===== config.mk =====
export PLATFORM = sky130hd
export DESIGN_NAME = onewire_bus_master_flat
export DESIGN_NICKNAME = d
export VERILOG_FILES = /design/src/rtl/core/owbm_pkg.sv /design/src/rtl/core/owbm_if.sv /design/src/rtl/core/owbm_csr.sv /design/src/rtl/core/owbm_in_reg.sv /design/src/rtl/core/owbm_engine.sv /design/src/rtl/core/owbm_out_reg.sv /design/src/rtl/core/onewire_bus_master.sv /design/src/flat_wrapper.sv
export VERILOG_INCLUDE_DIRS = /design/src /design/src/rtl/core
export SDC_FILE = /design/constraint.sdc
export NUM_CORES = 1
export LEC_CHECK = 0
export BUFFER_PORTS_ARGS = -buffer_cell sky130_fd_sc_hd__buf_2
export CAP_MARGIN = 10
export CORE_AREA = 2 2 138 140
export DETAILED_ROUTE_END_ITERATION = 8
export DIE_AREA = 0 0 140 142
export PLACE_DENSITY = 0.64
export SLEW_MARGIN = 40
export SYNTH_ARGS = -nofsm -noshare
export SYNTH_HDL_FRONTEND = slang
export SYNTH_SLANG_ARGS = --single-unit

===== constraint.sdc =====
create_clock -name clock -period 2.9 [get_ports clock]
set_clock_uncertainty 0.1 [all_clocks]
set_input_delay 0.435 -clock clock [delete_from_list [all_inputs] [get_ports clock]]
set_output_delay 0.435 -clock clock [all_outputs]
set_load 0.02 [all_outputs]

===== src/rtl/core/onewire_bus_master_defines.svh =====
// ----------------------------------------------------------------------------
// onewire_bus_master_defines.svh
// Assertion macros used by the single-wire bus master engine.
// ----------------------------------------------------------------------------
`ifndef ONEWIRE_BUS_MASTER_DEFINES_SVH
`define ONEWIRE_BUS_MASTER_DEFINES_SVH

// Same-cycle implication, disabled while reset is high.
`define OWBM_ASSERT_NOW(label, clk, rst, ante, cons, msg) \
   label: assert property (@(posedge clk) disable iff (rst) (ante) |-> (cons)) \
      else $error(msg);

// Next-cycle implication, disabled while reset is high.
`define OWBM_ASSERT_NEXT(label, clk, rst, ante, cons, msg) \
   label: assert property (@(posedge clk) disable iff (rst) (ante) |=> (cons)) \
      else $error(msg);

`endif


===== src/rtl/core/owbm_pkg.sv =====
// ----------------------------------------------------------------------------
// owbm_pkg
// Types, codes, register defaults and the CRC-8 fold of the bus master.
// ----------------------------------------------------------------------------
`default_nettype none

package owbm_pkg;

   localparam int CFG_W     = 10;
   localparam int NUM_CFG   = 7;
   localparam int CFG_IDX_W = 3;

   localparam logic [7:0] CRC_POLY = 8'h8C;

   typedef enum logic [CFG_IDX_W-1:0] {
      CFG_RESET_LOW     = 3'd0,
      CFG_PRESENCE_WAIT = 3'd1,
      CFG_RECOVERY      = 3'd2,
      CFG_SHORT_LOW     = 3'd3,
      CFG_LONG_LOW      = 3'd4,
      CFG_READ_SAMPLE   = 3'd5,
      CFG_READ_TAIL     = 3'd6
   } cfg_index_type;

   localparam logic [CFG_W-1:0] RST_RESET_LOW     = 10'd500;
   localparam logic [CFG_W-1:0] RST_PRESENCE_WAIT = 10'd100;
   localparam logic [CFG_W-1:0] RST_RECOVERY      = 10'd500;
   localparam logic [CFG_W-1:0] RST_SHORT_LOW     = 10'd5;
   localparam logic [CFG_W-1:0] RST_LONG_LOW      = 10'd65;
   localparam logic [CFG_W-1:0] RST_READ_SAMPLE   = 10'd5;
   localparam logic [CFG_W-1:0] RST_READ_TAIL     = 10'd55;

   typedef enum logic [1:0] {
      REQ_TICK      = 2'd0,
      REQ_BUS_RESET = 2'd1,
      REQ_WRITE     = 2'd2,
      REQ_READ      = 2'd3
   } req_code_type;

   typedef enum logic [3:0] {
      PH_IDLE     = 4'd0,
      PH_RST_LOW  = 4'd1,
      PH_RST_WAIT = 4'd2,
      PH_RECOVERY = 4'd3,
      PH_WR_LOW   = 4'd4,
      PH_WR_REL   = 4'd5,
      PH_RD_LOW   = 4'd6,
      PH_RD_WAIT  = 4'd7,
      PH_RD_TAIL  = 4'd8
   } phase_type;

   typedef struct packed {
      logic [CFG_W-1:0] reset_low_ticks;
      logic [CFG_W-1:0] presence_wait_ticks;
      logic [CFG_W-1:0] recovery_ticks;
      logic [CFG_W-1:0] short_low_ticks;
      logic [CFG_W-1:0] long_low_ticks;
      logic [CFG_W-1:0] read_sample_ticks;
      logic [CFG_W-1:0] read_tail_ticks;
   } cfg_type;

   typedef struct packed {
      logic [1:0] req_type;
      logic [7:0] tx_byte;
      logic       line_level;
   } req_item_type;

   typedef struct packed {
      logic       drive_low;
      logic       busy_res;
      logic       done_res;
      logic       presence;
      logic [7:0] rx_byte;
      logic [7:0] crc_value;
      logic       rejected;
   } rsp_item_type;

   // reflected CRC-8, one byte, LSB first
   function automatic logic [7:0] crc8_fold(input logic [7:0] crc, input logic [7:0] data);
      logic [7:0] c;
      c = crc ^ data;
      for (int i = 0; i < 8; i++) begin
         if (c[0]) begin
            c = (c >> 1) ^ CRC_POLY;
         end else begin
            c = c >> 1;
         end
      end
      return c;
   endfunction

endpackage

`default_nettype wire


===== src/rtl/core/owbm_if.sv =====
// ----------------------------------------------------------------------------
// owbm_req_if / owbm_rsp_if
// Valid/ready channels for bus master commands and results.
// ----------------------------------------------------------------------------
`default_nettype none

interface owbm_req_if
   import owbm_pkg::*;
();
   logic       valid;
   logic       ready;
   logic [1:0] req_type;
   logic [7:0] tx_byte;
   logic       line_level;

   modport source (output valid, output req_type, output tx_byte, output line_level,
                   input ready);
   modport sink   (input valid, input req_type, input tx_byte, input line_level,
                   output ready);
endinterface

interface owbm_rsp_if
   import owbm_pkg::*;
();
   logic       valid;
   logic       ready;
   logic       drive_low;
   logic       busy_res;
   logic       done_res;
   logic       presence;
   logic [7:0] rx_byte;
   logic [7:0] crc_value;
   logic       rejected;

   modport source (output valid, output drive_low, output busy_res, output done_res,
                   output presence, output rx_byte, output crc_value, output rejected,
                   input ready);
   modport sink   (input valid, input drive_low, input busy_res, input done_res,
                   input presence, input rx_byte, input crc_value, input rejected,
                   output ready);
endinterface

`default_nettype wire


===== src/rtl/core/owbm_csr.sv =====
// ----------------------------------------------------------------------------
// owbm_csr
// Timing register file, write-only, reset to the standard slot timings.
// ----------------------------------------------------------------------------
`default_nettype none

module owbm_csr
   import owbm_pkg::*;
(
   input  wire logic                 clock,
   input  wire logic                 reset,
   input  wire logic                 csr_we,
   input  wire logic [CFG_IDX_W-1:0] csr_index,
   input  wire logic [CFG_W-1:0]     csr_wdata,
   output cfg_type                   cfg
);

   cfg_type cfg_ff;
   cfg_type cfg_in;

   always_comb begin
      cfg_in = cfg_ff;
      if (csr_we) begin
         case (csr_index)
            CFG_RESET_LOW:     cfg_in.reset_low_ticks     = csr_wdata;
            CFG_PRESENCE_WAIT: cfg_in.presence_wait_ticks = csr_wdata;
            CFG_RECOVERY:      cfg_in.recovery_ticks      = csr_wdata;
            CFG_SHORT_LOW:     cfg_in.short_low_ticks     = csr_wdata;
            CFG_LONG_LOW:      cfg_in.long_low_ticks      = csr_wdata;
            CFG_READ_SAMPLE:   cfg_in.read_sample_ticks   = csr_wdata;
            CFG_READ_TAIL:     cfg_in.read_tail_ticks     = csr_wdata;
            default:           cfg_in = cfg_ff;
         endcase
      end
   end

   always_ff @(posedge clock) begin
      if (reset) begin
         cfg_ff.reset_low_ticks     <= RST_RESET_LOW;
         cfg_ff.presence_wait_ticks <= RST_PRESENCE_WAIT;
         cfg_ff.recovery_ticks      <= RST_RECOVERY;
         cfg_ff.short_low_ticks     <= RST_SHORT_LOW;
         cfg_ff.long_low_ticks      <= RST_LONG_LOW;
         cfg_ff.read_sample_ticks   <= RST_READ_SAMPLE;
         cfg_ff.read_tail_ticks     <= RST_READ_TAIL;
      end else begin
         cfg_ff <= cfg_in;
      end
   end

   assign cfg = cfg_ff;

endmodule

`default_nettype wire


===== src/rtl/core/owbm_in_reg.sv =====
// ----------------------------------------------------------------------------
// owbm_in_reg
// Input register: holds one command or tick until the engine takes it.
// ----------------------------------------------------------------------------
`default_nettype none

module owbm_in_reg
   import owbm_pkg::*;
(
   input  wire logic   clock,
   input  wire logic   reset,
   owbm_req_if.sink    req_chan,
   input  wire logic   take,
   output logic        item_valid,
   output req_item_type item
);

   logic         valid_ff;
   logic         valid_in;
   req_item_type item_ff;
   logic         load;

   assign req_chan.ready = !valid_ff || take;
   assign load           = req_chan.valid && req_chan.ready;
   assign valid_in       = load || (valid_ff && !take);

   always_ff @(posedge clock) begin
      if (reset) begin
         valid_ff <= 1'b0;
      end else begin
         valid_ff <= valid_in;
      end
   end

   always_ff @(posedge clock) begin
      if (load) begin
         item_ff.req_type   <= req_chan.req_type;
         item_ff.tx_byte    <= req_chan.tx_byte;
         item_ff.line_level <= req_chan.line_level;
      end
   end

   assign item_valid = valid_ff;
   assign item       = item_ff;

endmodule

`default_nettype wire


===== src/rtl/core/owbm_engine.sv =====
// ----------------------------------------------------------------------------
// owbm_engine
// Slot sequencer: phase, interval timer, bit counter, shifter and CRC.
// ----------------------------------------------------------------------------
`default_nettype none

`include "onewire_bus_master_defines.svh"

module owbm_engine
   import owbm_pkg::*;
#(
   parameter int TIMER_WIDTH = 10
) (
   input  wire logic         clock,
   input  wire logic         reset,
   input  wire logic         step,
   input  wire req_item_type item,
   input  wire cfg_type      cfg,
   output rsp_item_type      result
);

   localparam int CMP_W = (TIMER_WIDTH > CFG_W) ? TIMER_WIDTH : CFG_W;
   localparam logic [TIMER_WIDTH-1:0] TMAX   = {TIMER_WIDTH{1'b1}};
   localparam logic [CMP_W-1:0]       TMAX_W = CMP_W'(TMAX);

   function automatic logic [TIMER_WIDTH-1:0] sat_ticks(input logic [CFG_W-1:0] ticks);
      logic [CMP_W-1:0] wide;
      wide = CMP_W'(ticks);
      if (wide > TMAX_W) begin
         return TMAX;
      end
      return TIMER_WIDTH'(wide);
   endfunction

   phase_type              phase_ff, phase_in;
   logic [TIMER_WIDTH-1:0] timer_ff, timer_in;
   logic [2:0]             bit_ff, bit_in;
   logic [7:0]             shift_ff, shift_in;
   logic [7:0]             crc_ff, crc_in;
   logic                   pres_ff, pres_in;
   logic [7:0]             rx_ff, rx_in;
   logic                   done;
   logic                   rej;
   logic                   busy;
   logic [2:0]             bit_nxt;

   assign busy    = (phase_ff != PH_IDLE);
   assign bit_nxt = bit_ff + 3'd1;

   always_comb begin
      phase_in = phase_ff;
      timer_in = timer_ff;
      bit_in   = bit_ff;
      shift_in = shift_ff;
      crc_in   = crc_ff;
      pres_in  = pres_ff;
      rx_in    = rx_ff;
      done     = 1'b0;
      rej      = 1'b0;
      if (item.req_type == REQ_TICK) begin
         if (busy) begin
            if (timer_ff > TIMER_WIDTH'(1)) begin
               timer_in = timer_ff - TIMER_WIDTH'(1);
            end else begin
               timer_in = '0;
               case (phase_ff)
                  PH_RST_LOW: begin
                     phase_in = PH_RST_WAIT;
                     timer_in = sat_ticks(cfg.presence_wait_ticks);
                  end
                  PH_RST_WAIT: begin
                     if (!item.line_level) begin
                        pres_in  = 1'b1;
                        phase_in = PH_RECOVERY;
                        timer_in = sat_ticks(cfg.recovery_ticks);
                     end else begin
                        pres_in  = 1'b0;
                        phase_in = PH_IDLE;
                        done     = 1'b1;
                     end
                  end
                  PH_RECOVERY: begin
                     phase_in = PH_IDLE;
                     done     = 1'b1;
                  end
                  PH_WR_LOW: begin
                     phase_in = PH_WR_REL;
                     timer_in = shift_ff[bit_ff] ? sat_ticks(cfg.long_low_ticks)
                                                 : sat_ticks(cfg.short_low_ticks);
                  end
                  PH_WR_REL: begin
                     if (bit_ff == 3'd7) begin
                        phase_in = PH_IDLE;
                        done     = 1'b1;
                     end else begin
                        bit_in   = bit_nxt;
                        phase_in = PH_WR_LOW;
                        timer_in = shift_ff[bit_nxt] ? sat_ticks(cfg.short_low_ticks)
                                                     : sat_ticks(cfg.long_low_ticks);
                     end
                  end
                  PH_RD_LOW: begin
                     phase_in = PH_RD_WAIT;
                     timer_in = sat_ticks(cfg.read_sample_ticks);
                  end
                  PH_RD_WAIT: begin
                     shift_in = {item.line_level, shift_ff[7:1]};
                     phase_in = PH_RD_TAIL;
                     timer_in = sat_ticks(cfg.read_tail_ticks);
                  end
                  PH_RD_TAIL: begin
                     if (bit_ff == 3'd7) begin
                        rx_in    = shift_ff;
                        crc_in   = crc8_fold(crc_ff, shift_ff);
                        phase_in = PH_IDLE;
                        done     = 1'b1;
                     end else begin
                        bit_in   = bit_nxt;
                        phase_in = PH_RD_LOW;
                        timer_in = sat_ticks(cfg.short_low_ticks);
                     end
                  end
                  default: phase_in = PH_IDLE;
               endcase
            end
         end
      end else if (busy) begin
         rej = 1'b1;
      end else begin
         bit_in = 3'd0;
         case (item.req_type)
            REQ_BUS_RESET: begin
               crc_in   = 8'h00;
               pres_in  = 1'b0;
               phase_in = PH_RST_LOW;
               timer_in = sat_ticks(cfg.reset_low_ticks);
            end
            REQ_WRITE: begin
               shift_in = item.tx_byte;
               phase_in = PH_WR_LOW;
               timer_in = item.tx_byte[0] ? sat_ticks(cfg.short_low_ticks)
                                          : sat_ticks(cfg.long_low_ticks);
            end
            REQ_READ: begin
               shift_in = 8'h00;
               phase_in = PH_RD_LOW;
               timer_in = sat_ticks(cfg.short_low_ticks);
            end
            default: phase_in = phase_ff;
         endcase
      end
   end

   always_ff @(posedge clock) begin
      if (reset) begin
         phase_ff <= PH_IDLE;
         timer_ff <= '0;
         bit_ff   <= 3'd0;
         shift_ff <= 8'h00;
         crc_ff   <= 8'h00;
         pres_ff  <= 1'b0;
         rx_ff    <= 8'h00;
      end else if (step) begin
         phase_ff <= phase_in;
         timer_ff <= timer_in;
         bit_ff   <= bit_in;
         shift_ff <= shift_in;
         crc_ff   <= crc_in;
         pres_ff  <= pres_in;
         rx_ff    <= rx_in;
      end
   end

   always_comb begin
      result.drive_low = (phase_in == PH_RST_LOW) || (phase_in == PH_WR_LOW) ||
                         (phase_in == PH_RD_LOW);
      result.busy_res  = (phase_in != PH_IDLE);
      result.done_res  = done;
      result.presence  = pres_in;
      result.rx_byte   = rx_in;
      result.crc_value = crc_in;
      result.rejected  = rej;
   end

   `OWBM_ASSERT_NOW(a_reject_only_busy, clock, reset, step && rej, busy, "reject while idle")
   `OWBM_ASSERT_NEXT(a_done_to_idle, clock, reset, step && done,
                     phase_ff == PH_IDLE, "done but not idle")
   `OWBM_ASSERT_NOW(a_drive_implies_busy, clock, reset, step && result.drive_low,
                    result.busy_res, "drive while idle")
   `OWBM_ASSERT_NEXT(a_bus_reset_clears, clock, reset,
                     step && !busy && (item.req_type == REQ_BUS_RESET),
                     (crc_ff == 8'h00) && !pres_ff && (phase_ff == PH_RST_LOW),
                     "bus reset start")

endmodule

`default_nettype wire


===== src/rtl/core/owbm_out_reg.sv =====
// ----------------------------------------------------------------------------
// owbm_out_reg
// Result register: holds one result until the sink takes it.
// ----------------------------------------------------------------------------
`default_nettype none

module owbm_out_reg
   import owbm_pkg::*;
(
   input  wire logic         clock,
   input  wire logic         reset,
   input  wire logic         load,
   input  wire rsp_item_type result,
   output logic              free,
   owbm_rsp_if.source        rsp_chan
);

   logic         valid_ff;
   logic         valid_in;
   rsp_item_type data_ff;

   assign free     = !valid_ff || rsp_chan.ready;
   assign valid_in = load || (valid_ff && !rsp_chan.ready);

   always_ff @(posedge clock) begin
      if (reset) begin
         valid_ff <= 1'b0;
      end else begin
         valid_ff <= valid_in;
      end
   end

   always_ff @(posedge clock) begin
      if (load) begin
         data_ff <= result;
      end
   end

   assign rsp_chan.valid     = valid_ff;
   assign rsp_chan.drive_low = data_ff.drive_low;
   assign rsp_chan.busy_res  = data_ff.busy_res;
   assign rsp_chan.done_res  = data_ff.done_res;
   assign rsp_chan.presence  = data_ff.presence;
   assign rsp_chan.rx_byte   = data_ff.rx_byte;
   assign rsp_chan.crc_value = data_ff.crc_value;
   assign rsp_chan.rejected  = data_ff.rejected;

endmodule

`default_nettype wire


===== src/rtl/core/onewire_bus_master.sv =====
// ----------------------------------------------------------------------------
// onewire_bus_master
// Single-wire bus master: bus reset with presence detect, byte write and
// byte read with a running CRC-8, paced by one-microsecond tick items.
//
//   channel    dir   handshake          contents
//   req_chan   in    valid/ready        req_type, tx_byte, line_level
//   rsp_chan   out   valid/ready        drive_low .. rejected, one per item
//   csr_*      in    csr_we only        csr_index, csr_wdata (timing regs)
//
// One item per clock cycle while the result register is free; the engine's
// single state update is the only step per item. Items are registered in
// the input register and results in the result register. A stalled result
// holds the engine while the input register still takes one more item. Reset
// is synchronous and restores the default timings; there is no clearing pass.
// ----------------------------------------------------------------------------
`default_nettype none

module onewire_bus_master
   import owbm_pkg::*;
#(
   parameter int TIMER_WIDTH = 10
) (
   input  wire logic                 clock,
   input  wire logic                 reset,
   owbm_req_if.sink                  req_chan,
   owbm_rsp_if.source                rsp_chan,
   input  wire logic                 csr_we,
   input  wire logic [CFG_IDX_W-1:0] csr_index,
   input  wire logic [CFG_W-1:0]     csr_wdata
);

   cfg_type      cfg;
   req_item_type item;
   rsp_item_type result;
   logic         item_valid;
   logic         out_free;
   logic         step;

   assign step = item_valid && out_free;

   owbm_csr u_csr (
      .clock     (clock),
      .reset     (reset),
      .csr_we    (csr_we),
      .csr_index (csr_index),
      .csr_wdata (csr_wdata),
      .cfg       (cfg)
   );

   owbm_in_reg u_in_reg (
      .clock      (clock),
      .reset      (reset),
      .req_chan   (req_chan),
      .take       (step),
      .item_valid (item_valid),
      .item       (item)
   );

   owbm_engine #(
      .TIMER_WIDTH (TIMER_WIDTH)
   ) u_engine (
      .clock  (clock),
      .reset  (reset),
      .step   (step),
      .item   (item),
      .cfg    (cfg),
      .result (result)
   );

   owbm_out_reg u_out_reg (
      .clock    (clock),
      .reset    (reset),
      .load     (step),
      .result   (result),
      .free     (out_free),
      .rsp_chan (rsp_chan)
   );

endmodule

`default_nettype wire

===== src/flat_wrapper.sv =====
// flat-port wrapper written by rule: the top's interface ports become plain ports
module onewire_bus_master_flat import owbm_pkg::*;
#(
   parameter int TIMER_WIDTH = 10
)
  (clock, reset, csr_we, csr_index, csr_wdata, req_chan_valid, req_chan_req_type, req_chan_tx_byte, req_chan_line_level, req_chan_ready, rsp_chan_valid, rsp_chan_drive_low, rsp_chan_busy_res, rsp_chan_done_res, rsp_chan_presence, rsp_chan_rx_byte, rsp_chan_crc_value, rsp_chan_rejected, rsp_chan_ready);
  owbm_req_if req_chan_i ();
  owbm_rsp_if rsp_chan_i ();
  input  wire logic clock;
  input  wire logic reset;
  input  wire logic csr_we;
  input  wire logic [CFG_IDX_W-1:0] csr_index;
  input  wire logic [CFG_W-1:0] csr_wdata;
  input wire logic [$bits(req_chan_i.valid)-1:0] req_chan_valid;
  input wire logic [$bits(req_chan_i.req_type)-1:0] req_chan_req_type;
  input wire logic [$bits(req_chan_i.tx_byte)-1:0] req_chan_tx_byte;
  input wire logic [$bits(req_chan_i.line_level)-1:0] req_chan_line_level;
  output wire logic [$bits(req_chan_i.ready)-1:0] req_chan_ready;
  output wire logic [$bits(rsp_chan_i.valid)-1:0] rsp_chan_valid;
  output wire logic [$bits(rsp_chan_i.drive_low)-1:0] rsp_chan_drive_low;
  output wire logic [$bits(rsp_chan_i.busy_res)-1:0] rsp_chan_busy_res;
  output wire logic [$bits(rsp_chan_i.done_res)-1:0] rsp_chan_done_res;
  output wire logic [$bits(rsp_chan_i.presence)-1:0] rsp_chan_presence;
  output wire logic [$bits(rsp_chan_i.rx_byte)-1:0] rsp_chan_rx_byte;
  output wire logic [$bits(rsp_chan_i.crc_value)-1:0] rsp_chan_crc_value;
  output wire logic [$bits(rsp_chan_i.rejected)-1:0] rsp_chan_rejected;
  input wire logic [$bits(rsp_chan_i.ready)-1:0] rsp_chan_ready;
  assign req_chan_i.valid = req_chan_valid;
  assign req_chan_i.req_type = req_chan_req_type;
  assign req_chan_i.tx_byte = req_chan_tx_byte;
  assign req_chan_i.line_level = req_chan_line_level;
  assign req_chan_ready = req_chan_i.ready;
  assign rsp_chan_valid = rsp_chan_i.valid;
  assign rsp_chan_drive_low = rsp_chan_i.drive_low;
  assign rsp_chan_busy_res = rsp_chan_i.busy_res;
  assign rsp_chan_done_res = rsp_chan_i.done_res;
  assign rsp_chan_presence = rsp_chan_i.presence;
  assign rsp_chan_rx_byte = rsp_chan_i.rx_byte;
  assign rsp_chan_crc_value = rsp_chan_i.crc_value;
  assign rsp_chan_rejected = rsp_chan_i.rejected;
  assign rsp_chan_i.ready = rsp_chan_ready;
  onewire_bus_master #(.TIMER_WIDTH(TIMER_WIDTH)) u_core (.clock(clock), .reset(reset), .req_chan(req_chan_i), .rsp_chan(rsp_chan_i), .csr_we(csr_we), .csr_index(csr_index), .csr_wdata(csr_wdata));
endmodule

==> reports/metrics.sh, run 1 <==
ROUTED_VIA_DENSITY=5.51
DRC=3
FP.DIEW_UM=140
ROUTED_WL_UM=18800
GRT_MAX_DEGREE=47
KIND_OF_END_POINT_OF_THE_CRITICAL_PATH='flip-flop'
CTS.SINK_COUNT=146
SYNTH.AREA.TOP_CELLS='sky130_fd_sc_hd__dfxtp_1, sky130_fd_sc_hd__edfxtp_1, sky130_fd_sc_hd__nand2_1, sky130_fd_sc_hd__a21oi_1, sky130_fd_sc_hd__mux2i_1'
YOSYS_WARNINGS=0
EFFECTIVE_UTILIZATION_AT_FLOORPLAN_PCT=39.2
TIMING.CRITICAL_PATH.FROM='u_core.u_engine.timer_ff[0]'
INITIALDRTVIOLATIONCOUNT=325
CTS.PATH.MAX_BUFFERS=2
CP_DATA_REQUIRED_TIME_PS=3100
FINALCRITPERIODSHARE_PCT=93.7
FIN_TNS_SETUP_PS=0
GRT-OVFL-TOTAL=0
PLACE_WORST_SETUP_SLACK_PS=204
SYNTH_FP_NETS=840
CRITICAL_PATH_CLASS='reg -> reg'
SYNTH_LARGEST_TYPE_AREA_FRACTION_PCT=31.5
CORE_AREA_MM2=0.0185
TIMING.FINAL.WS_SETUP_PS=183
TIMING.REG2REG.WORST_PATH_DEPTH=8
MAXCLOCKFREQUENCY_GHz=0.368
SYNTHESIS.AREA_PER_INSTANCE_UM2=9.01
SYNTH_CELLS=803
YOSYS_MOST_USED_DFF='sky130_fd_sc_hd__dfxtp_1'
FINAL.MIN_CLOCK_PERIOD_PS=2720
HOLD_PATH_DEPTH=1
CRITPATHMAXFANOUT=8
BUFFER_PORTS.INSERTED=51
DESIGN.FINAL.NETS=900
ROUTE.ANTENNA.REMAINING_NETS=0
CTSROOTBUFFERMASTER='sky130_fd_sc_hd__clkbuf_16'
CELLLEAKAGEPOWER_nW=3.12
SYNTH-EDFF-COUNT=32
YOSYSTOPAREACELL='sky130_fd_sc_hd__dfxtp_1'
HOLD_PATH_END='u_core.u_in_reg.item[4]'
CLKLATENCYLATEPIN_PS=430
CTS.HTREE.LEVELS=4
DRV_SLEW=0
DETAILED_PLACE_HPWL_UM=13300
CORE.ROWCOUNT=50
MIN-DELAY-START='req_chan_tx_byte[3]'
GP_ROUTABILITY_CONGESTION=0.902
TIMING.REG2REG.SETUP_SLACK_PS=180
NUMBER_OF_I_O_PINS=52
SLEW-LIMIT-HEADROOM_PCT=47.4
SYNTH.FF_LATCH_COUNT=146
SEQUENTIAL_SHARE_OF_THE_SYNTHESIZED_AREA_PCT=44.8
DIE_AREA_MM2=0.0199
RUN_STATUS='finished with violations'
WORSTMARGINPINSLEW_PS=786
POWER.DENSITY_CELL_AREA_mW_PER_MM2=607
DRIVE_GT1_SHARE_PCT=17.7
CTS_TREE='yes'
FAILED_CHECKS='design-rule violations'
SETUP-VIOLATIONS-FINAL=0
GRT_PASS1_WL_UM=30800
VIAS_IN_THE_FIRST_GLOBAL_ROUTE=5762
MIN_PATH_TYPE='in -> reg'
NETLIST-CELL-TYPE-COUNT=80
TIMING.CRITICAL_PATH.ARRIVAL_PS=2920
CLK_TRANSITION_REPORTED_PATHS_PS=60
CTS.REPAIR.RESIZED=0
POST-CTS-SETUP-BUFFERS=0
CTSHOLDBUFFERS=0
TIMING.MAX_CAP.VIOLATIONS=0
DIE_H_UM=142
TIMING_HOLD_VIOLATIONS_FINAL=0
AVGROUTEDWIREPERCELL_UM=17.0
SYN_TO_FINAL_GROWTH_PCT=16.4
R2R_START='u_core.u_engine.timer_ff[0]'
WORST_HOLD_SLACK_PS=82.7
STDCELL_AREA_MM2=0.00842
ASYNCSETRESETFLOPFRACSYNTH_PCT=0
WORST_SETUP_PATH_START_KIND='flip-flop'
PLACED_CELL_AREA_MM2=0.00785
NUMBER_OF_ANTENNA_DIODES=0
TIMING.RR.END='u_core.u_engine.rx_ff[2]'
VIA_COUNT=6117
TRITONCTS_BUFFERS=17
RSZ0062_AT_GRT='false'
ANTENNA_FOUND_INITIAL=0
GRTUSAGETOTAL_PCT=19.4
IRDROPWORSTVDD_uV=443
DRT_FIRST_PASS_ITERS=7
SYN_AREA_MM2=0.00724
[per-stage QoR]
| stage | cells | util (%) | power (mW) |
|---|---|---|---|
| after floorplan | 803 | - | 2.79 |
| after CTS | 1110 | 45.6 | 5.14 |
| after detailed placement | 1078 | 42.5 | 3.03 |
| after global placement | 1078 | 42.5 | 3.03 |
| after global routing | 1110 | 45.6 | 5.31 |
| final | 1110 | 45.6 | 5.11 |
[per-layer routing]
metal | GRT usage, % | part of all wire, %
met3 | 4.64 | 5.4
met2 | 31.1 | 47
met5 | 0 | 0
met1 | 25.9 | 46
met4 | 6.43 | 1.7
[synth_stat cells (9+ instances only)]
cell type                  count
sky130_fd_sc_hd__edfxtp_1     32
sky130_fd_sc_hd__a22oi_1      19
sky130_fd_sc_hd__mux2i_1      33
sky130_fd_sc_hd__inv_1        12
sky130_fd_sc_hd__a21oi_1      66
sky130_fd_sc_hd__nand2_1     156
sky130_fd_sc_hd__o21ai_0      12
sky130_fd_sc_hd__clkbuf_1     29
sky130_fd_sc_hd__nor2b_1      11
sky130_fd_sc_hd__nand2b_1     11
sky130_fd_sc_hd__a221o_1       9
sky130_fd_sc_hd__a211oi_1     11
sky130_fd_sc_hd__nor2_1       67
sky130_fd_sc_hd__dfxtp_1     114
sky130_fd_sc_hd__nand3_1      29
sky130_fd_sc_hd__nor3_1       12
sky130_fd_sc_hd__xnor2_1      18
[sequential cells by signal, indices dropped and copies added (netlist names)]
| register | cells |
|---|---|
| u_core.u_csr.cfg | 70 |
| u_core.u_in_reg.item | 11 |
| u_core.u_engine.timer_ff | 10 |
| u_core.u_engine.crc_ff | 8 |
| u_core.u_engine.rx_ff | 8 |
| u_core.u_engine.shift_ff | 8 |
| u_core.u_out_reg.rsp_chan.crc_value | 8 |
| u_core.u_out_reg.rsp_chan.rx_byte | 8 |
| u_core.u_engine.phase_ff | 4 |
| u_core.u_engine.bit_ff | 3 |
| u_core.u_engine.pres_ff | 1 |
| u_core.u_in_reg.item_valid | 1 |
| u_core.u_out_reg.rsp_chan.busy_res | 1 |
| u_core.u_out_reg.rsp_chan.done_res | 1 |
| u_core.u_out_reg.rsp_chan.drive_low | 1 |
| u_core.u_out_reg.rsp_chan.presence | 1 |
| u_core.u_out_reg.rsp_chan.rejected | 1 |
| u_core.u_out_reg.rsp_chan.valid | 1 |
[cells in the final DEF, fill, tap and decap left out, types with 5 or more instances in the layout]
cell type                   instances
sky130_fd_sc_hd__nand2_1          156
sky130_fd_sc_hd__dfxtp_1          114
sky130_fd_sc_hd__nor2_1            66
sky130_fd_sc_hd__a21oi_1           66
sky130_fd_sc_hd__buf_2             51
sky130_fd_sc_hd__mux2i_1           33
sky130_fd_sc_hd__buf_4             33
sky130_fd_sc_hd__edfxtp_1          32
sky130_fd_sc_hd__nand3_1           29
sky130_fd_sc_hd__a22oi_1           19
sky130_fd_sc_hd__clkbuf_16         19
sky130_fd_sc_hd__xnor2_1           18
sky130_fd_sc_hd__inv_1             12
sky130_fd_sc_hd__o21ai_0           12
sky130_fd_sc_hd__nor2b_1           11
sky130_fd_sc_hd__nand2b_1          11
sky130_fd_sc_hd__a211oi_1          11
sky130_fd_sc_hd__nor3_1            10
sky130_fd_sc_hd__a221o_1            9
sky130_fd_sc_hd__mux2_2             8
sky130_fd_sc_hd__a222oi_1           8
sky130_fd_sc_hd__ha_1               8
sky130_fd_sc_hd__mux2_4             7
sky130_fd_sc_hd__a2bb2oi_1          7
sky130_fd_sc_hd__a221oi_1           7
sky130_fd_sc_hd__xor2_1             5
sky130_fd_sc_hd__and2_1             5
sky130_fd_sc_hd__nand4_1            5
sky130_fd_sc_hd__inv_6              5
[critical path: stages (launching register included)]
cell	delay, ps
sky130_fd_sc_hd__dfxtp_1	390
sky130_fd_sc_hd__inv_1	110
sky130_fd_sc_hd__ha_1	230
sky130_fd_sc_hd__o21bai_1	170
sky130_fd_sc_hd__nor4_4	490
sky130_fd_sc_hd__and4_1	630
sky130_fd_sc_hd__mux2_4	350
sky130_fd_sc_hd__nand2_1	70
sky130_fd_sc_hd__a21oi_1	70
[layout make-up]
type                       instances  area (µm²)
fill                            1797       10000
sequential                       146        3240
clock buffer                      20         479
timing repair buffer              84         503
inverter                          13        48.8
tap                              234         293
multi-input combinational        601        3770
clock inverter                    12        91.3
[report_power, final]
group | total [mW] | internal, mW | switching [mW] | leakage (nW)
sequential | 2.22 | 2.16 | 0.0630 | 1.23
combinational | 0.776 | 0.311 | 0.465 | 1.62
clock | 2.11 | 1.21 | 0.906 | 0.275
[kinds of logic after synthesis]
group | after synthesis | share of synthesized area (%)
and+or+nand+nor | 329 | 21.3
AOI/OAI and AO/OA | 192 | 18.8
DFF | 146 | 44.8
buffers and inverters | 56 | 3.32
muxes | 48 | 7.26
xor gates and xnor gates | 24 | 3.09
adders and majority gates | 8 | 1.38
[how the worst max path moves through the flow]
| stage | endpoint | slack, ps |
|---|---|---|
| 3_5_place_dp | u_core.u_out_reg.rsp_chan.rx_byte[3] | 200 |
| 4_1_cts | u_core.u_engine.rx_ff[2] | 190 |
| 6_report | u_core.u_engine.rx_ff[2] | 180 |
| 5_1_grt | u_core.u_out_reg.rsp_chan.busy_res | 60 |
| 3_3_place_gp | u_core.u_out_reg.rsp_chan.rx_byte[4] | 240 |
| 2_1_floorplan | u_core.u_out_reg.rsp_chan.drive_low | 360 |
(Power assumes the default switching activity.)
==> run 2, diff against run 1 <==
CORE_AREA = 2 2 130 132   (was 2 2 138 140)
DIE_AREA = 0 0 132 134   (was 0 0 140 142)
PLACE_DENSITY = 0.7   (was 0.64)
==> reports/metrics.sh, run 2 (synthesized netlist as in run 1, its figures left out) <==
RUN_STATUS='completed'
FP.DIEW_UM=132
ROUTED_VIA_DENSITY=5.66
CRITICAL_PATH_CLASS='reg -> reg'
MIN-DELAY-START='req_chan_line_level'
FINISH.UTILIZATION_PCT=51.6
POWER_FRAC_SEQ_PCT=43.4
NUMBER_OF_ANTENNA_DIODES=0
HOLD_PATH_END='u_core.u_in_reg.item[0]'
DESIGN.FINAL.NETS=898
GRT_PASS1_WL_UM=30500
GP_ROUTABILITY_CONGESTION=0.878
CELLLEAKAGEPOWER_nW=3.12
CORE_AREA_MM2=0.0163
DRC=0
WORST_SETUP_PATH_START_KIND='flip-flop'
WORST_HOLD_SLACK_PS=95.0
DRIVE_GT1_SHARE_PCT=17.5
DRV_SLEW=0
AVGROUTEDWIREPERCELL_UM=17.1
GRT_MAX_DEGREE=83
TIMING.FINAL.WS_SETUP_PS=205
KIND_OF_END_POINT_OF_THE_CRITICAL_PATH='flip-flop'
BUFFER_PORTS.INSERTED=51
IRDROPWORSTVDD_uV=561
TIMING_HOLD_VIOLATIONS_FINAL=0
LAYOUT.CELLS.MOST_COMMON_LIST='sky130_fd_sc_hd__nand2_1, sky130_fd_sc_hd__dfxtp_1, sky130_fd_sc_hd__nor2_1, sky130_fd_sc_hd__a21oi_1, sky130_fd_sc_hd__buf_2'
DIE_AREA_MM2=0.0177
PLACE_WORST_SETUP_SLACK_PS=147
EFFECTIVE_UTILIZATION_AT_FLOORPLAN_PCT=44.4
FINAL.MIN_CLOCK_PERIOD_PS=2700
CORE.ROWCOUNT=47
COMBINATIONALPOWERSHARE_PCT=15.2
CLK_TRANSITION_REPORTED_PATHS_PS=60
R2R_START='u_core.u_engine.timer_ff[0]'
NUMBER_OF_I_O_PINS=52
ROUTED_WL_UM=18700
FIN_TNS_SETUP_PS=0
SLEW-LIMIT-HEADROOM_PCT=44.4
CRITPATHMAXFANOUT=8
GRT-OVFL-TOTAL=0
TRITONCTS_BUFFERS=17
TIMING.CRITICAL_PATH.ARRIVAL_PS=2740
POWER.DENSITY_CELL_AREA_mW_PER_MM2=609
ANTENNA_FOUND_INITIAL=0
DIE_H_UM=134
CP_DATA_REQUIRED_TIME_PS=2950
CTS_TREE='yes'
RSZ0062_AT_GRT='false'
DETAILED_PLACE_HPWL_UM=12900
CLKLATENCYLATEPIN_PS=420
CELL_INTERNAL_PWR_mW=3.73
CTSHOLDBUFFERS=0
TIMING.REG2REG.SETUP_SLACK_PS=200
SYN_TO_FINAL_GROWTH_PCT=16.0
ROUTE.ANTENNA.REMAINING_NETS=0
INITIALDRTVIOLATIONCOUNT=621
TIMING.MAX_CAP.VIOLATIONS=0
TIMING.RR.END='u_core.u_out_reg.rsp_chan.busy_res'
VIA_COUNT=6191
VIAS_IN_THE_FIRST_GLOBAL_ROUTE=5770
NET-SWITCHING-POWER_mW=1.38
GRTUSAGETOTAL_PCT=21.4
CLOCK_POWER_SHARE_PCT=41.4
LAYOUT_COMMONEST_CELL='sky130_fd_sc_hd__nand2_1'
DRT_FIRST_PASS_ITERS=5
CTS.HTREE.LEVELS=4
SETUP-VIOLATIONS-FINAL=0
HOLD_PATH_DEPTH=1
CTSROOTBUFFERMASTER='sky130_fd_sc_hd__clkbuf_16'
P_SW_SHARE_PCT=27.0
FINALCRITPERIODSHARE_PCT=92.9
WORSTMARGINPINSLEW_PS=831
CTS.SINK_COUNT=146
MAXCLOCKFREQUENCY_GHz=0.371
MIN_PATH_TYPE='in -> reg'
CTS.PATH.MAX_BUFFERS=2
LARGEST_REGISTER_FF_COUNT=70
TIMING.REG2REG.WORST_PATH_DEPTH=7
run 2: cell types whose count changed in the layout (fill, tap and decap cells not counted), moves of 2 or more:
cell | before | now
sky130_fd_sc_hd__bufinv_16 | 0 | 2
sky130_fd_sc_hd__clkbuf_1 | 1 | 3
sky130_fd_sc_hd__clkbuf_16 | 19 | 17
sky130_fd_sc_hd__clkinv_4 | 1 | 3
sky130_fd_sc_hd__buf_4 | 33 | 30
sky130_fd_sc_hd__inv_6 | 5 | 2
sky130_fd_sc_hd__clkinv_2 | 2 | 4
run 2: worst max-delay path by stage:
| stage | startpoint | to | slack [ps] | cells past startpoint |
|---|---|---|---|---|
| after floorplan | u_core.u_in_reg.item[9] | u_core.u_out_reg.rsp_chan.drive_low | 360 | 9 |
| after global placement | u_core.u_engine.timer_ff[0] | u_core.u_engine.rx_ff[5] | 230 | 8 |
| after detailed placement | u_core.u_engine.timer_ff[0] | u_core.u_engine.rx_ff[5] | 150 | 8 |
| after CTS | u_core.u_engine.timer_ff[0] | u_core.u_engine.rx_ff[4] | 170 | 8 |
| after global routing | u_core.u_in_reg.item[9] | u_core.u_engine.timer_ff[1] | 50 | 8 |
| final | u_core.u_engine.timer_ff[0] | u_core.u_out_reg.rsp_chan.busy_res | 200 | 7 |
run 2: cell type report:
| type | instances | area [µm²] |
|---|---|---|
| repair buffers | 82 | 492 |
| multi-input cells | 601 | 3770 |
| flip-flops and latches | 146 | 3240 |
| well taps | 220 | 275 |
| inverters | 13 | 50.0 |
| clock inverters | 12 | 134 |
| clock buffers | 20 | 437 |
| fillers | 1490 | 7890 |
run 2: routing by layer:
metal | track usage (%) | part of all wire, %
met5 | 0 | 0
met2 | 34.8 | 47
met1 | 29.4 | 47
met4 | 5.62 | 1.3
met3 | 4.08 | 4.6
run 2: stage by stage:
step                total power, mW  cell area (µm²)  std cells
CTS                            5.14             8380       1092
global route                   5.30             8400       1094
finish                         5.11             8400       1094
global placement               3.01             7800       1060
floorplan                      2.79             7240        803
detailed placement             3.02             7810       1060
run 2: power by group through the flow:
stage	Combinational [mW]	Sequential, mW	Clock (mW)
2_1_floorplan	0.522	2.27	0
3_5_place_dp	0.758	2.26	0
4_1_cts	0.766	2.22	2.15
3_3_place_gp	0.752	2.26	0
5_1_grt	0.847	2.23	2.23
6_report	0.779	2.22	2.12
run 2: critical path, cell delays in order (launching register included):
cell and delay [ps]:
sky130_fd_sc_hd__dfxtp_1 480, sky130_fd_sc_hd__inv_1 100, sky130_fd_sc_hd__ha_1 260, sky130_fd_sc_hd__o21bai_1 400
sky130_fd_sc_hd__nor4_4 150, sky130_fd_sc_hd__a31oi_1 260, sky130_fd_sc_hd__o211ai_1 140, sky130_fd_sc_hd__or4_1 540
run 2: what timing repair did:
action	4_1_cts	5_1_grt
gates resized for setup	0	1
setup endpoints to repair	0	3
buffers inserted	0	2
==> run 3, diff against run 2 <==
ABC_AREA = 1   (was not set)
CORE_AREA = 2 2 134 136   (was 2 2 130 132)
DIE_AREA = 0 0 136 138   (was 0 0 132 134)
PLACE_DENSITY = 0.69   (was 0.7)
==> reports/metrics.sh, run 3 <==
ROUTE.ANTENNA.REMAINING_NETS=0
POST_SYNTH_AND_OR_NAND_NOR_AREA_FRACTION_PCT=25.7
SYNTH.AREA.TOP_CELLS='sky130_fd_sc_hd__dfxtp_1, sky130_fd_sc_hd__edfxtp_1, sky130_fd_sc_hd__nand2_1, sky130_fd_sc_hd__o21ai_0, sky130_fd_sc_hd__a21oi_1'
SYNTH.MOST_COMMON_CELL='sky130_fd_sc_hd__nand2_1'
DIE_H_UM=138
FINALNONFILLERCELLS=1326
NET-SWITCHING-POWER_mW=1.68
DIE_AREA_MM2=0.0188
SYNTH_MUX_AREA_SHARE_PCT=0
WORST_SETUP_PATH_START_KIND='flip-flop'
ROUTED_WL_UM=19400
KIND_OF_END_POINT_OF_THE_CRITICAL_PATH='flip-flop'
FINALCRITPERIODSHARE_PCT=81.0
SEQUENTIAL_SHARE_OF_THE_SYNTHESIZED_AREA_PCT=42.4
SYNTH_FP_NETS=1074
CRIT_BUF_INV=3
DETAILED_PLACE_HPWL_UM=14000
CLOCK_POWER_SHARE_PCT=40.8
CRIT_SLOWEST_CELL='sky130_fd_sc_hd__nor2_1'
NUMBER_OF_ANTENNA_DIODES=0
NUMBER_OF_I_O_PINS=52
BUFFER_PORTS.INSERTED=51
SETUP-VIOLATIONS-FINAL=0
DRV_SLEW=0
DRT_FIRST_PASS_ITERS=6
CLK_TRANSITION_REPORTED_PATHS_PS=70
TIMING_HOLD_VIOLATIONS_FINAL=0
TRITONCTS_BUFFERS=17
CRITPATHMAXFANOUT=8
MIN-DELAY-START='req_chan_tx_byte[1]'
GP_ROUTABILITY_CONGESTION=0.911
SLEW-LIMIT-HEADROOM_PCT=52.6
GRT_MAX_DEGREE=46
P_SW_SHARE_PCT=31.2
SYN_TO_FINAL_GROWTH_PCT=14.0
CTS.PATH.MAX_BUFFERS=2
CTS_TREE='yes'
POWER.DENSITY_CELL_AREA_mW_PER_MM2=620
ANTENNA_FOUND_INITIAL=0
CPPEAKSTAGEDELAY_PS=430
VIAS_IN_THE_FIRST_GLOBAL_ROUTE=6380
DRC=0
TIMING.MAX_CAP.VIOLATIONS=0
SYN_AREA_MM2=0.00764
FP.DIEW_UM=136
PLACE_INST=1294
CTS.REPAIR.RESIZED=0
PATH_DELAY_FAMILY='simple AND/OR/NAND/NOR gates'
CRITICAL_PATH.CELL_CHAIN='inv_1 > ha_1 > nor2_1 > inv_1 > nor2_1 > o21ai_1 > o21ai_1 > inv_1 > a21oi_1 > nor2_1'
SYNTH-COMPOUND-AREA-SHARE_PCT=19.2
MAIN_COMBINATIONAL_CELL_FAMILY_BY_AREA_AFTER_SYNTHESIS='simple AND/OR/NAND/NOR gates'
TIMING.CRITICAL_PATH.FROM='u_core.u_in_reg.item[9]'
CELL_INTERNAL_PWR_mW=3.71
SYNTH_ADDER_AREA_SHARE_PCT=1.31
CRITICAL_PATH_CLASS='reg -> reg'
LAYOUT.CELLS.MOST_COMMON_LIST='sky130_fd_sc_hd__nand2_1, sky130_fd_sc_hd__dfxtp_1, sky130_fd_sc_hd__inv_1'
RUN_STATUS='completed'
MAXCLOCKFREQUENCY_GHz=0.426
CLKLATENCYLATEPIN_PS=440
MIN_PATH_TYPE='in -> reg'
SYNTHESIS.AREA_PER_INSTANCE_UM2=7.37
DRIVE_GT1_SHARE_PCT=16.0
INITIALDRTVIOLATIONCOUNT=535
IRDROPWORSTVDD_uV=431
YOSYS.AREA_SHARE.XOR_XNOR_PCT=2.29
GRT-OVFL-TOTAL=0
CORE.ROWCOUNT=49
GRT_PASS1_WL_UM=32400
GRTUSAGETOTAL_PCT=21.6
VIA_COUNT=6843
YOSYS_WARNINGS=0
ASYNCSETRESETFLOPFRACSYNTH_PCT=0
SYNTH-EDFF-COUNT=32
CP_DATA_REQUIRED_TIME_PS=2990
ROUTED_VIA_DENSITY=5.16
EFFECTIVE_UTILIZATION_AT_FLOORPLAN_PCT=43.6
CORE_AREA_MM2=0.0175
POWER_FRAC_SEQ_PCT=42.1
R2R_START='u_core.u_in_reg.item[9]'
COMBINATIONALPOWERSHARE_PCT=17.1
TIMING.CRITICAL_PATH.ARRIVAL_PS=2440
FIN_TNS_SETUP_PS=0
FINAL.FILL_COUNT=1732
YOSYS-TOP-CELLS-COUNT='sky130_fd_sc_hd__nand2_1, sky130_fd_sc_hd__dfxtp_1, sky130_fd_sc_hd__inv_1, sky130_fd_sc_hd__nor2_1, sky130_fd_sc_hd__o21ai_0'
SYNTH.FF_LATCH_COUNT=146
POST-CTS-SETUP-BUFFERS=0
DESIGN.FINAL.NETS=1121
SYNTH_LARGEST_TYPE_AREA_FRACTION_PCT=29.9
FINAL.MIN_CLOCK_PERIOD_PS=2350
CTSHOLDBUFFERS=0
YOSYS_MOST_USED_DFF='sky130_fd_sc_hd__dfxtp_1'
LARGEST_REGISTER_FF_COUNT=70
RSZ0062_AT_GRT='false'
CTSROOTBUFFERMASTER='sky130_fd_sc_hd__clkbuf_16'
CTS.HTREE.LEVELS=4
WORSTMARGINPINSLEW_PS=711
YOSYSTOPAREACELL='sky130_fd_sc_hd__dfxtp_1'
SYNTH_CELLS=1037
LAYOUT_COMMONEST_CELL='sky130_fd_sc_hd__nand2_1'
NETLIST-CELL-TYPE-COUNT=41
CELLLEAKAGEPOWER_nW=3.82
AVGROUTEDWIREPERCELL_UM=14.6
CTS.SINK_COUNT=146
## run 3: area by class of cell
class                   count  area [µm²]  share of cell area [%]
multi-input cells         721        3710                    42.6
clock inverters            15         163                    1.87
clock buffers              17         425                    4.88
well taps                 229         287                    3.29
inverters                 132         503                    5.78
flip-flops and latches    146        3240                    37.2
repair buffers             66         380                    4.37
## run 3: logic make-up after synthesis
| logic type | Yosys count |
|---|---|
| and+or+nand+nor | 428 |
| AOI/OAI and AO/OA | 265 |
| buffers and inverters | 170 |
| DFF | 146 |
| xor gates and xnor gates | 20 |
| adders and majority gates | 8 |
## run 3: worst paths after layout
| check | endpoint | slack [ps] | depth (start not counted) |
|---|---|---|---|
| max reg2reg | u_core.u_out_reg.rsp_chan.drive_low | 550 | 10 |
| min | u_core.u_in_reg.item[2] | 70 | 1 |
| max | u_core.u_out_reg.rsp_chan.drive_low | 550 | 10 |
| min reg2reg | u_core.u_csr.cfg[54] | 350 | 2 |
## run 3: power by group through the flow
stage	combinational, mW	clock [mW]	sequential [mW]
2_1_floorplan	0.681	0	2.32
3_3_place_gp	0.901	0	2.32
3_5_place_dp	0.909	0	2.32
4_1_cts	0.915	2.24	2.27
5_1_grt	1.04	2.32	2.28
6_report	0.923	2.20	2.27
## run 3: per-stage QoR
step	worst slack [ps]	util [%]	instance area (µm²)	total power, mW	hold slack (ps)
2_1_floorplan	787	-	7640	3.00	325
3_3_place_gp	680	46.3	8120	3.22	338
3_5_place_dp	605	46.3	8120	3.23	344
4_1_cts	583	49.7	8710	5.43	58.8
5_1_grt	374	49.7	8710	5.64	64.6
6_report	550	49.7	8710	5.40	74.8
## run 3: routing by layer
metal,GRT usage [%],vias up,part of all wire (%)
met5,0,-,0
met1,29.5,3092,47
met3,4.66,32,4.8
li1,-,3535,-
met4,6.74,0,1.7
met2,34.1,184,46
